===== src/rtl/hmtp_pkg.sv =====
// Shared types and constants for the height map text point parser.
package hmtp_pkg;

  localparam int unsigned MaxColumns = 1024;
  localparam int unsigned MaxRows    = 1024;

  localparam logic [15:0] SpacingMin   = 16'd384;
  localparam logic [15:0] HeightMagMax = 16'd32768;
  localparam logic [15:0] HeightPosMax = 16'd32767;

  localparam logic [1:0] REG_COLUMNS = 2'd0;
  localparam logic [1:0] REG_ROWS    = 2'd1;
  localparam logic [1:0] REG_SPACING = 2'd2;

  localparam logic [7:0] CH_MINUS = 8'h2d;
  localparam logic [7:0] CH_COMMA = 8'h2c;
  localparam logic [7:0] CH_ZERO  = 8'h30;

  typedef enum logic [2:0] {
    PH_IDLE    = 3'd0,
    PH_SIGN    = 3'd1,
    PH_DIGITS  = 3'd2,
    PH_NUMSKIP = 3'd3,
    PH_COMMA   = 3'd4,
    PH_ZERO    = 3'd5,
    PH_HEX     = 3'd6,
    PH_TAIL    = 3'd7
  } phase_t;

  // Effective (clamped) configuration and values derived from it.
  typedef struct packed {
    logic [10:0] cols;
    logic [10:0] rows;
    logic [15:0] spacing;
    logic [9:0]  half_cols;
    logic [9:0]  half_rows;
    logic [20:0] grid_size;
  } cfg_t;

  // One finished token placed on the grid.
  typedef struct packed {
    logic [19:0]        number;
    logic [9:0]         column;
    logic [21:0]        row;
    logic signed [16:0] height;
    logic [31:0]        color;
    logic               final_pt;
  } tok_t;

endpackage


===== src/rtl/hmtp_cfg.sv =====
// Configuration registers with clamped and derived grid values.
module hmtp_cfg (
  input  logic               clk,
  input  logic               rst,
  input  logic               write_enable,
  input  logic [1:0]         reg_index,
  input  logic [15:0]        write_data,
  output hmtp_pkg::cfg_t     cfg
);

  logic [10:0] columns_in_use, columns_in_use_next;
  logic [10:0] rows_in_use, rows_in_use_next;
  logic [15:0] point_spacing, point_spacing_next;
  logic [10:0] cols_c;
  logic [10:0] rows_c;
  logic [15:0] sp_c;
  logic [21:0] size_c;

  always_comb begin
    columns_in_use_next = columns_in_use;
    rows_in_use_next    = rows_in_use;
    point_spacing_next  = point_spacing;
    if (write_enable) begin
      unique case (reg_index)
        hmtp_pkg::REG_COLUMNS: columns_in_use_next = write_data[10:0];
        hmtp_pkg::REG_ROWS:    rows_in_use_next    = write_data[10:0];
        hmtp_pkg::REG_SPACING: point_spacing_next  = write_data;
        default: ;
      endcase
    end
  end

  always_ff @(posedge clk) begin
    if (rst) begin
      columns_in_use <= 11'd1;
      rows_in_use    <= 11'd1;
      point_spacing  <= hmtp_pkg::SpacingMin;
    end else begin
      columns_in_use <= columns_in_use_next;
      rows_in_use    <= rows_in_use_next;
      point_spacing  <= point_spacing_next;
    end
  end

  always_comb begin
    if (columns_in_use_next == 11'd0) begin
      cols_c = 11'd1;
    end else if (columns_in_use_next > 11'(hmtp_pkg::MaxColumns)) begin
      cols_c = 11'(hmtp_pkg::MaxColumns);
    end else begin
      cols_c = columns_in_use_next;
    end
    if (rows_in_use_next == 11'd0) begin
      rows_c = 11'd1;
    end else if (rows_in_use_next > 11'(hmtp_pkg::MaxRows)) begin
      rows_c = 11'(hmtp_pkg::MaxRows);
    end else begin
      rows_c = rows_in_use_next;
    end
    sp_c   = (point_spacing_next < hmtp_pkg::SpacingMin) ? hmtp_pkg::SpacingMin :
             point_spacing_next;
    size_c = {11'd0, cols_c} * {11'd0, rows_c};
  end

  // Derived values load on the same edge as the write, so a write takes effect at once.
  always_ff @(posedge clk) begin
    if (rst) begin
      cfg.cols      <= 11'd1;
      cfg.rows      <= 11'd1;
      cfg.spacing   <= hmtp_pkg::SpacingMin;
      cfg.half_cols <= 10'd0;
      cfg.half_rows <= 10'd0;
      cfg.grid_size <= 21'd1;
    end else begin
      cfg.cols      <= cols_c;
      cfg.rows      <= rows_c;
      cfg.spacing   <= sp_c;
      cfg.half_cols <= cols_c[10:1];
      cfg.half_rows <= rows_c[10:1];
      cfg.grid_size <= size_c[20:0];
    end
  end

endmodule


===== src/rtl/hmtp_parse.sv =====
// Character parser, grid position counters and the finished token register.
module hmtp_parse (
  input  logic               clk,
  input  logic               rst,
  input  hmtp_pkg::cfg_t     cfg,
  input  logic               accept,
  input  logic [7:0]         text_byte,
  input  logic               end_of_text,
  input  logic               take,
  output logic               tok_valid,
  output hmtp_pkg::tok_t     tok
);

  hmtp_pkg::phase_t phase, phase_next;
  logic [15:0] height_accum, height_accum_next;
  logic        height_negative, height_negative_next;
  logic [31:0] color_accum, color_accum_next;
  logic [9:0]  column_count, column_count_next;
  logic [21:0] row_count, row_count_next;
  logic [20:0] points_done, points_done_next;

  logic        is_digit, is_alpha, is_hex, ended, finish, emit;
  logic [3:0]  digit_val, hex_val;
  logic [19:0] acc_times_ten;
  hmtp_pkg::phase_t ph_byte, ph_start;
  logic [15:0] acc_byte, acc_start;
  logic        neg_byte, neg_start;
  logic [31:0] color_byte;
  logic [15:0] fin_acc;
  logic        fin_neg;
  logic [31:0] fin_color;
  logic signed [16:0] fin_height;
  logic        wrap_pre, wrap_post;
  logic [9:0]  col_pre;
  logic [21:0] row_pre, row_post;
  logic [10:0] col_inc;

  always_comb begin
    is_digit  = (text_byte >= 8'h30) && (text_byte <= 8'h39);
    is_alpha  = ((text_byte >= 8'h61) && (text_byte <= 8'h7a)) ||
                ((text_byte >= 8'h41) && (text_byte <= 8'h5a));
    digit_val = text_byte[3:0];
    is_hex    = 1'b1;
    hex_val   = digit_val;
    if (is_digit) begin
      hex_val = digit_val;
    end else if ((text_byte >= 8'h61) && (text_byte <= 8'h66)) begin
      hex_val = 4'(text_byte - 8'h57);
    end else if ((text_byte >= 8'h41) && (text_byte <= 8'h46)) begin
      hex_val = 4'(text_byte - 8'h37);
    end else begin
      is_hex = 1'b0;
    end

    // Start of a token as seen from the space between tokens.
    ph_start  = hmtp_pkg::PH_IDLE;
    acc_start = 16'd0;
    neg_start = 1'b0;
    if (text_byte == hmtp_pkg::CH_MINUS) begin
      ph_start  = hmtp_pkg::PH_SIGN;
      neg_start = 1'b1;
    end else if (is_digit) begin
      ph_start  = hmtp_pkg::PH_DIGITS;
      acc_start = {12'd0, digit_val};
    end else if (is_alpha) begin
      ph_start  = hmtp_pkg::PH_TAIL;
    end

    acc_times_ten = {1'b0, height_accum, 3'b000} + {3'b000, height_accum, 1'b0}
                    + {16'd0, digit_val};

    ph_byte    = phase;
    acc_byte   = height_accum;
    neg_byte   = height_negative;
    color_byte = color_accum;
    ended      = 1'b0;
    case (phase)
      hmtp_pkg::PH_SIGN, hmtp_pkg::PH_DIGITS, hmtp_pkg::PH_NUMSKIP: begin
        if (is_digit) begin
          if (phase != hmtp_pkg::PH_NUMSKIP) begin
            acc_byte = (acc_times_ten > {4'd0, hmtp_pkg::HeightMagMax}) ?
                       hmtp_pkg::HeightMagMax : acc_times_ten[15:0];
            ph_byte  = hmtp_pkg::PH_DIGITS;
          end
        end else if (text_byte == hmtp_pkg::CH_MINUS) begin
          ph_byte = hmtp_pkg::PH_NUMSKIP;
        end else if (text_byte == hmtp_pkg::CH_COMMA) begin
          ph_byte = hmtp_pkg::PH_COMMA;
        end else if (is_alpha) begin
          ph_byte = hmtp_pkg::PH_TAIL;
        end else begin
          ended = 1'b1;
        end
      end
      hmtp_pkg::PH_COMMA: begin
        if (text_byte == hmtp_pkg::CH_ZERO) begin
          ph_byte = hmtp_pkg::PH_ZERO;
        end else begin
          ended = 1'b1;
        end
      end
      hmtp_pkg::PH_ZERO: ph_byte = hmtp_pkg::PH_HEX;
      hmtp_pkg::PH_HEX: begin
        if (is_hex) begin
          color_byte = {color_accum[27:0], hex_val};
        end else if (is_alpha) begin
          ph_byte = hmtp_pkg::PH_TAIL;
        end else begin
          ended = 1'b1;
        end
      end
      hmtp_pkg::PH_TAIL: begin
        if (!is_alpha && !is_digit) begin
          ended = 1'b1;
        end
      end
      default: begin
        ph_byte    = ph_start;
        acc_byte   = acc_start;
        neg_byte   = neg_start;
        color_byte = 32'd0;
      end
    endcase

    // A byte that ends a token is taken again as lying between tokens.
    if (ended) begin
      ph_byte    = ph_start;
      acc_byte   = acc_start;
      neg_byte   = neg_start;
      color_byte = 32'd0;
    end

    finish = ended || (end_of_text && (ph_byte != hmtp_pkg::PH_IDLE));
    if (ended) begin
      fin_acc   = height_accum;
      fin_neg   = height_negative;
      fin_color = color_accum;
    end else begin
      fin_acc   = acc_byte;
      fin_neg   = neg_byte;
      fin_color = color_byte;
    end
    if (fin_neg) begin
      fin_height = -$signed({1'b0, fin_acc});
    end else if (fin_acc > hmtp_pkg::HeightPosMax) begin
      fin_height = $signed({1'b0, hmtp_pkg::HeightPosMax});
    end else begin
      fin_height = $signed({1'b0, fin_acc});
    end

    if (end_of_text) begin
      phase_next           = hmtp_pkg::PH_IDLE;
      height_accum_next    = 16'd0;
      height_negative_next = 1'b0;
      color_accum_next     = 32'd0;
    end else begin
      phase_next           = ph_byte;
      height_accum_next    = acc_byte;
      height_negative_next = neg_byte;
      color_accum_next     = color_byte;
    end

    // Grid placement: wrap before the point if the column count shrank.
    emit      = finish && (points_done < cfg.grid_size);
    wrap_pre  = {1'b0, column_count} >= cfg.cols;
    col_pre   = wrap_pre ? 10'd0 : column_count;
    row_pre   = wrap_pre ? row_count + 22'd1 : row_count;
    col_inc   = {1'b0, col_pre} + 11'd1;
    wrap_post = col_inc >= cfg.cols;
    row_post  = wrap_post ? row_pre + 22'd1 : row_pre;

    column_count_next = column_count;
    row_count_next    = row_count;
    points_done_next  = points_done;
    if (emit) begin
      column_count_next = wrap_post ? 10'd0 : col_inc[9:0];
      row_count_next    = row_post;
      points_done_next  = points_done + 21'd1;
    end
  end

  always_ff @(posedge clk) begin
    if (rst) begin
      phase           <= hmtp_pkg::PH_IDLE;
      height_accum    <= 16'd0;
      height_negative <= 1'b0;
      color_accum     <= 32'd0;
      column_count    <= 10'd0;
      row_count       <= 22'd0;
      points_done     <= 21'd0;
    end else if (accept) begin
      phase           <= phase_next;
      height_accum    <= height_accum_next;
      height_negative <= height_negative_next;
      color_accum     <= color_accum_next;
      column_count    <= column_count_next;
      row_count       <= row_count_next;
      points_done     <= points_done_next;
    end
  end

  always_ff @(posedge clk) begin
    if (rst) begin
      tok_valid <= 1'b0;
    end else if (accept) begin
      tok_valid <= emit;
    end else if (take) begin
      tok_valid <= 1'b0;
    end
  end

  always_ff @(posedge clk) begin
    if (accept && emit) begin
      tok.number   <= points_done[19:0];
      tok.column   <= col_pre;
      tok.row      <= row_pre;
      tok.height   <= fin_height;
      tok.color    <= fin_color;
      tok.final_pt <= (points_done == cfg.grid_size - 21'd1);
    end
  end

  a_eot_clears: assert property (@(posedge clk) disable iff (rst)
    accept && end_of_text |=> (phase == hmtp_pkg::PH_IDLE) && (height_accum == 16'd0))
    else $error("parser not idle after end of text");

  a_count_step: assert property (@(posedge clk) disable iff (rst)
    accept && emit |=> points_done == $past(points_done) + 21'd1)
    else $error("point count did not advance on emission");

  a_count_hold: assert property (@(posedge clk) disable iff (rst)
    !(accept && emit) |=> $stable(points_done))
    else $error("point count changed without an emission");

endmodule


===== src/rtl/hmtp_point.sv =====
// Coordinate scaling by the point spacing and the result register.
module hmtp_point (
  input  logic               clk,
  input  logic               rst,
  input  hmtp_pkg::cfg_t     cfg,
  input  logic               tok_valid,
  input  hmtp_pkg::tok_t     tok,
  output logic               take,
  output logic               out_valid,
  input  logic               out_stall,
  output logic [19:0]        point_number,
  output logic signed [31:0] x_pos,
  output logic signed [31:0] y_pos,
  output logic signed [31:0] z_pos,
  output logic [31:0]        point_color,
  output logic               final_point
);

  logic signed [16:0] sp_s;
  logic signed [11:0] x_diff;
  logic signed [22:0] y_diff;
  logic signed [28:0] x_prod;
  logic signed [39:0] y_prod;
  logic signed [33:0] z_prod;

  assign take = tok_valid && (!out_valid || !out_stall);

  always_comb begin
    sp_s   = $signed({1'b0, cfg.spacing});
    x_diff = $signed({2'b00, tok.column}) - $signed({2'b00, cfg.half_cols});
    y_diff = $signed({1'b0, tok.row}) - $signed({13'd0, cfg.half_rows});
    x_prod = x_diff * sp_s;
    y_prod = y_diff * sp_s;
    z_prod = tok.height * sp_s;
  end

  always_ff @(posedge clk) begin
    if (rst) begin
      out_valid <= 1'b0;
    end else if (take) begin
      out_valid <= 1'b1;
    end else if (!out_stall) begin
      out_valid <= 1'b0;
    end
  end

  always_ff @(posedge clk) begin
    if (take) begin
      point_number <= tok.number;
      x_pos        <= {{3{x_prod[28]}}, x_prod};
      y_pos        <= y_prod[31:0];
      z_pos        <= z_prod[31:0];
      point_color  <= tok.color;
      final_point  <= tok.final_pt;
    end
  end

  a_no_overwrite: assert property (@(posedge clk) disable iff (rst)
    out_valid && out_stall |-> !take)
    else $error("result overwritten while stalled");

  a_take_fills: assert property (@(posedge clk) disable iff (rst)
    take |=> out_valid)
    else $error("taken token did not reach the result register");

  a_drain: assert property (@(posedge clk) disable iff (rst)
    !tok_valid && !out_stall |=> !out_valid)
    else $error("result repeated");

endmodule


===== src/rtl/height_map_text_point_parser_core.sv =====
// Top level of the height map text point parser.
//
//   channel   direction  handshake            payload
//   input     in         in_valid / in_stall  text_byte, end_of_text
//   result    out        out_valid/out_stall  point_number, x_pos, y_pos, z_pos,
//                                             point_color, final_point
//   config    in         write_enable         reg_index, write_data
//
// One byte is taken every clock while in_stall is low; a finished token is held
// in the token register, then the spacing multipliers feed the result register.
// The three small multipliers in the point stage set the longest path.
// Reset is synchronous and clears the parser, the grid counters and both valids.
// A stalled result holds; one token can wait behind it before in_stall rises.
module height_map_text_point_parser_core (
  input  logic               clk,
  input  logic               rst,
  input  logic               in_valid,
  output logic               in_stall,
  input  logic [7:0]         text_byte,
  input  logic               end_of_text,
  output logic               out_valid,
  input  logic               out_stall,
  output logic [19:0]        point_number,
  output logic signed [31:0] x_pos,
  output logic signed [31:0] y_pos,
  output logic signed [31:0] z_pos,
  output logic [31:0]        point_color,
  output logic               final_point,
  input  logic               write_enable,
  input  logic [1:0]         reg_index,
  input  logic [15:0]        write_data
);

  hmtp_pkg::cfg_t cfg;
  hmtp_pkg::tok_t tok;
  logic           tok_valid;
  logic           take;
  logic           accept;

  assign in_stall = tok_valid && !take;
  assign accept   = in_valid && !in_stall;

  hmtp_cfg u_cfg (
    .clk          (clk),
    .rst          (rst),
    .write_enable (write_enable),
    .reg_index    (reg_index),
    .write_data   (write_data),
    .cfg          (cfg)
  );

  hmtp_parse u_parse (
    .clk         (clk),
    .rst         (rst),
    .cfg         (cfg),
    .accept      (accept),
    .text_byte   (text_byte),
    .end_of_text (end_of_text),
    .take        (take),
    .tok_valid   (tok_valid),
    .tok         (tok)
  );

  hmtp_point u_point (
    .clk          (clk),
    .rst          (rst),
    .cfg          (cfg),
    .tok_valid    (tok_valid),
    .tok          (tok),
    .take         (take),
    .out_valid    (out_valid),
    .out_stall    (out_stall),
    .point_number (point_number),
    .x_pos        (x_pos),
    .y_pos        (y_pos),
    .z_pos        (z_pos),
    .point_color  (point_color),
    .final_point  (final_point)
  );

  a_stall_cause: assert property (@(posedge clk) disable iff (rst)
    in_stall |-> tok_valid && out_valid && out_stall)
    else $error("input stalled with room in the pipeline");

endmodule

===== config.mk =====
export PLATFORM = sky130hd
export DESIGN_NAME = height_map_text_point_parser_core
export DESIGN_NICKNAME = d
export VERILOG_FILES = /design/src/rtl/hmtp_pkg.sv /design/src/rtl/hmtp_cfg.sv /design/src/rtl/hmtp_parse.sv /design/src/rtl/hmtp_point.sv /design/src/rtl/height_map_text_point_parser_core.sv
export SDC_FILE = /design/constraint.sdc
export NUM_CORES = 2
export LEC_CHECK = 0
export BUFFER_PORTS_ARGS = -buffer_cell sky130_fd_sc_hd__buf_4
export CAP_MARGIN = 20
export CORE_MARGIN = 2
export CORE_UTILIZATION = 50
export CTS_CLUSTER_SIZE = 10
export DETAILED_ROUTE_END_ITERATION = 8
export GPL_TIMING_DRIVEN = 1
export PLACE_DENSITY = 0.78
export REMOVE_ABC_BUFFERS = 1
export SYNTH_ARGS = -nofsm -noshare
export SYNTH_HDL_FRONTEND = slang
export SYNTH_SLANG_ARGS = --single-unit

===== constraint.sdc =====
create_clock -name clk -period 19 [get_ports clk]
set_input_delay 1.9 -clock clk [delete_from_list [all_inputs] [get_ports clk]]
set_output_delay 1.9 -clock clk [all_outputs]
set_load 0.01 [all_outputs]

# Word level (Yosys, flattened, before mapping)
# Index checks and enable logic that the tools add are counted.
# word_totals
word_cells	174
input_bits	32
out_inout_bits	151
regBits	461
# classes
order_cmp	16
multipliers	4
mux	66
addsub	12
n_eq_ne	15
n_reduce_logical	32
# op_table
operator	n
two-way mux 16 bit	10
two-way mux 32 bit	4
two-way mux 11 bit	8
case mux 32 bit (2 select lines)	1
adder 22 x 1 -> 22 bit (second input constant)	2
two-way mux 22 bit	2
two-way mux 3 bit	12
less-or-equal comparator 8 x 7 -> 1 bit (second input constant)	4
multiplier 17 x 17 -> 32 bit	1
multiplier 23 x 17 -> 32 bit	1
case mux 16 bit (2 select lines)	1
multiplier 11 x 17 -> 28 bit	1
equality test 8 x 6 -> 1 bit (second input constant)	3
subtractor 22 x 10 -> 23 bit	1
> comparator 11 bit (second input constant)	2
zero test 11 bit	2
adder 21 x 1 -> 21 bit (second input constant)	1
equality test 21 bit	1
less-than comparator 21 bit	1
multiplier 11 x 11 -> 21 bit	1
subtractor 21 x 1 -> 21 bit (second input constant)	1
adder 19 x 17 -> 20 bit	1
adder 20 x 4 -> 20 bit	1
> comparator 20 x 16 -> 1 bit (second input constant)	1
other kinds (36)	82

# Logic depth before layout (Yosys ltp)
# depth
word_depth	14
mapped_depth	36
ltp_nobuf	36

# Modules after synthesis
# Synthesis repeated with hierarchy kept, for this count alone.
# hier_totals
hier_cells	5723
area_unflattened_um2	53333.7
# modules_own_cells
mod	cells_each	instances	seq_area_each_um2	area_per_inst_um2
hmtp_point	3438	1	4374.2	32851.5
hmtp_parse	1471	1	5185.0	13281.5
hmtp_cfg	812	1	1941.9	7178.1
height_map_text_point_parser_core	2	1	0.0	22.5

# Worst setup path after synthesis
# No wires, ideal clock.
# synth_path
path_kind	input port to flip-flop
from	in out_stall
to	reg u_point.final_point, enable pin
setup_ns	0.869
t_arrival_ns	12.370
n_path_buf	0
t_required_ns	18.131
stages	1
path_slack_ns	5.761
path_cell_list	a21boi_0
# synth_between
elab_chain_len	3
# synth_rtl
item	line	rtl
start: declaration	height_map_text_point_parser_core.sv:22	input logic out_stall,
zero test 1 bit	hmtp_point.sv:26	assign take = tok_valid && (!out_valid || !out_stall);
logical OR 1 bit	hmtp_point.sv:26	
logical AND 1 bit	hmtp_point.sv:26	
end signal: assignment	hmtp_point.sv:54	final_point <= tok.final_pt;
end: declaration	hmtp_point.sv:16	output logic final_point
# Every way passes these cells.
# A chain may end at the register's enable or synchronous reset.

# Worst setup path in the final report
# layout_path
from	reg, netlist name u_parse.tok[50]
to	reg u_point.y_pos[31] (data pin)
# layout_between
elab_chain_len	2
# layout_rtl
item	line	rtl
subtractor 22 x 10 -> 23 bit	hmtp_point.sv:31	y_diff = $signed({1'b0, tok.row}) - $signed({13'd0, cfg.half_rows});
multiplier 23 x 17 -> 32 bit	hmtp_point.sv:33	y_prod = y_diff * sp_s;
net u_point.y_prod[31]	hmtp_point.sv:23	logic signed [39:0] y_prod;
end signal: assignment	hmtp_point.sv:51	y_pos <= y_prod[31:0];
end: declaration	hmtp_point.sv:13	output logic signed [31:0] y_pos,
# The timed path passes the listed nets, and every way through them passes these cells.

==> summary.md <==
| Metric | Value |
|---|---|
| M1 WL | 50250 um |
| Number of flops mapped to enable cells by yosys | 247 |
| Max frequency | 109.6 MHz |
| RSZ-0062 raised after global routing | false |
| Status | finished clean |
| Hold Crit Class | reg -> reg |
| Worst-margin pin slew | 1.157 ns |
| Sequential group share of total power | 0.269 |
| # placed instances | 6992 |
| Hpwl dp | 91620 um |
| Avg Inst Size Synth | 9.286 sq um |
| Syn Inst Count | 5593 |
| Vias post-DR | 38148 |
| Register area share after synthesis | 0.2207 |
| Initial antenna violation count | 0 |
| Total wire length | 121900 um |
| RR Startpoint | u_parse.tok[50]$_DFFE_PP_ |
| Main area contributors after synthesis | fa_1 (30%), edfxtp_1 (14%), ha_1 (9.8%) |
| Register bit count reported by yosys | 449 |
| Fin Clk Skew | 0.05056 ns |
| Share of layout cells above drive strength 1 | 0.06531 |
| H-tree levels | 2 |
| Final Cycle Share | 0.4802 |
| Final hold vios | 0 |
| I/O Pins | 183 |
| Filler cell count | 9005 |
| Root Driver | clkbuf_16 |
| Internal cell power | 2743 uW |
| Hold Slack | 0.3993 ns |
| Avg WL per Cell | 17.19 um |
| Max_slew headroom | 0.2279 |
| Starting Density | 0.5032 |
| Die X | 326.3 um |
| CTS tree | done |
| Metal2 WL | 59420 um |
| Area of the core | 0.1032 sq mm |
| Element type at the critical path start | flip-flop |
| Power Total | 4536 uW |
| Cell accounting for the most synthesized area | fa_1 |
| Period minus WS final | 9.124 ns |
| Top cell type's share of synthesized area | 0.2976 |
| DRT Pass-1 Iters | 6 |
| # resized after CTS | 0 |
| CP Data Arrival Time | 9.55 ns |
| Met3 routed WL | 8501 um |
| Power share of the clock group | 0.223 |
| Setup TNS after final layout | 0 ns |
| Most frequent cells in the layout | inv_1 (1032), fa_1 (772), nand2_1 (670) |
| Final setup fails | 0 |
| Die area | 0.1065 sq mm |
| Synth-to-Final Area Change | 8.661% |
| Synth unique cells | 88 |
| Vias in the first global route | 40344 |
| Synth warn | 0 |
| # clock sinks | 449 |
| Ys flop type | edfxtp_1 |
| GPL Wtd Cong | 0.9215 |
| Combinational group share of total power | 0.508 |
| Top layer in use | met4 |
| CP max stage cell | xor2_1 |
| Max Slew Vio Count | 0 |
| Multi-input gate area | 0.03572 sq mm |
| Hold Path End | u_point.point_color[19]$_DFFE_PP_ |
| Hold path depth | 0 |
| Power density of the placed cells | 80.37 mW/mm^2 |
| Most common cell after layout, fill and taps aside | inv_1 |
| First-pass GRT wire length | 205100 um |
| Pre-CTS setup slack | 9.932 ns |
| Worst EP required | 19.43 ns |
| Largest net degree at the start of global routing | 85 |
| R2R setup slack | 9.88 ns |
| Crit path max fanout | 8 |
| Max-Cap Viols | 0 |
| GRT Total Usage | 0.2357 |
| RR Endpoint | u_point.y_pos[31]$_DFFE_PP_ |
| Worst reg-to-reg path cell count | 32 |
| FFs w/ async S/R, synth | 0 |
| Worst Path Class, Setup | reg -> reg |
| Die height | 326.3 um |
| Worst setup margin | 9.876 ns |
| Post-route insts no fill | 7091 |
| CP dominant cell by count | fa_1 |
| CTS Buffer Depth | 3 |
| Switch Pwr | 1792 uW |
| Reg clk slew, reported paths | 0.07 ns |
| Site Rows | 118 |
| # port buffers | 182 |
| Crit. End Element | flip-flop |
| Worst VDD drop | 0.09782 mV |
| TritonCTS Buffers | 55 |
| Vias per inst | 5.380 |
| Sequential cell area | 0.01147 sq mm |
| Cell Area, Synth | 0.05194 sq mm |
| Worst Hold Launch | u_parse.tok[20]$_DFFE_PP_ |
| Clk_lat worst skew | 0.67 ns |
| Post-CTS setup buffer count | 0 |
| Leak | 0.02630 uW |
| DRC | 0 |
| Cts hold-fix bufs | 0 |
| Switching part of the total power | 0.3952 |
| Detail Route Antenna Nets | 0 |
| Crit path largest cell delay | 0.58 ns |
| # diodes | 0 |
| Initial drt markers | 2226 |
| Nets@finish | 6880 |
| Gr ovfl total | 0 |
## registers in the layout, indices dropped and copies added, names as in the netlist
| name | count |
|---|---|
| u_parse.tok | 102 |
| u_point.point_number | 20 |
| u_parse.column_count | 10 |
| u_point.x_pos | 28 |
| u_parse.height_accum | 16 |
| u_point.y_pos | 32 |
| u_point.out_valid | 1 |
| u_point.final_point | 1 |
| u_cfg.columns_in_use | 11 |
| u_point.z_pos | 32 |
| u_cfg.rows_in_use | 10 |
| u_cfg.cfg | 58 |
| u_parse.color_accum | 32 |
| u_parse.height_negative | 1 |
| u_parse.phase | 3 |
| u_cfg.point_spacing | 16 |
| u_parse.points_done | 21 |
| u_parse.tok_valid | 1 |
| u_point.point_color | 32 |
| u_parse.row_count | 22 |
## synth_stat cells (8+ instances only)
library cell and n:
nand2_1 671, xor2_1 80, or2_2 14, a21o_1 41, o2111ai_1 9, mux2i_1 27
a22oi_1 57, clkbuf_1 216, nor3b_1 8, nor2b_1 94, edfxtp_1 247, o21a_1 37
inv_1 1032, or4_1 9, dfxtp_1 202, and3_1 32, a21boi_0 12, a211oi_1 14
nand3b_1 9, or3_1 27, o31ai_1 12, nand3_1 90, nand2b_1 54, nor3_1 74
o21ai_1 16, nand4_1 29, o211ai_1 19, xnor2_1 171, buf_1 9, nor4_1 22
a21oi_1 146, and2_1 338, nor2_1 365, ha_1 406, fa_1 772, o21ai_0 98
a31oi_1 14
## layer usage
metal,GRT usage,up-vias
met3,0.04190,233
li1,-,17696
met1,0.3019,19006
met4,0.07439,0
met2,0.4059,1213
met5,0,-
## power groups by stage
stage	registers, uW	logic, uW	clock network, uW
floorplan	1260	1700	0
global placement	1240	2220	0
detailed placement	1240	2300	0
CTS	1220	2320	1040
global route	1220	2630	1070
finish	1220	2310	1010
## through the flow
step / instance area (sq um) / utilization
6_report: 56430 / 0.5468
5_1_grt: 56430 / 0.5468
4_1_cts: 56420 / 0.5467
3_5_place_dp: 54730 / 0.5303
3_3_place_gp: 54700 / 0.5301
2_1_floorplan: 51010 / -
## worst max path at each step
| stage | start | to | slack, ns |
|---|---|---|---|
| floorplan | out_stall | u_point.final_point$_DFFE_PP_ | 5.76 |
| global route | u_parse.tok[50]$_DFFE_PP_ | u_point.y_pos[31]$_DFFE_PP_ | 9.07 |
| global placement | u_parse.tok[50]$_DFFE_PP_ | u_point.y_pos[31]$_DFFE_PP_ | 9.63 |
| detailed placement | u_parse.tok[50]$_DFFE_PP_ | u_point.y_pos[31]$_DFFE_PP_ | 9.93 |
| finish | u_parse.tok[50]$_DFFE_PP_ | u_point.y_pos[31]$_DFFE_PP_ | 9.88 |
| CTS | u_parse.tok[50]$_DFFE_PP_ | u_point.y_pos[31]$_DFFE_PP_ | 9.90 |
## area by class of cell
| type | count | share of cell area |
|---|---|---|
| multi-input combinational | 3873 | 0.6329 |
| tap | 1380 | 0.03060 |
| clock inverter | 8 | 0.002062 |
| sequential | 449 | 0.2032 |
| clock buffer | 90 | 0.02798 |
| inverter | 1034 | 0.06882 |
| timing repair buffer | 257 | 0.03448 |
## worst max-delay path, delay by kind of cell, from the launching register on
| family | cells | cell delay (ns) |
|---|---|---|
| xor gates and xnor gates | 2 | 0.74 |
| adders and majority gates | 9 | 3.91 |
| AOI/OAI and AO/OA | 13 | 3.04 |
| and+or+nand+nor | 4 | 0.68 |
| DFF | 1 | 0.31 |
| buffers and inverters | 4 | 0.19 |
## cell families after synthesis
group | share of synthesized area
AND/OR/NAND/NOR | 0.1718
adder cells (fa/ha/maj) | 0.3954
XOR/XNOR | 0.04264
buffers and inverters | 0.09263
multiplexers | 0.005637
flip-flops | 0.2207
AO/OA/AOI/OAI | 0.07126
No activity file was read; power rests on OpenSTA's default activity.
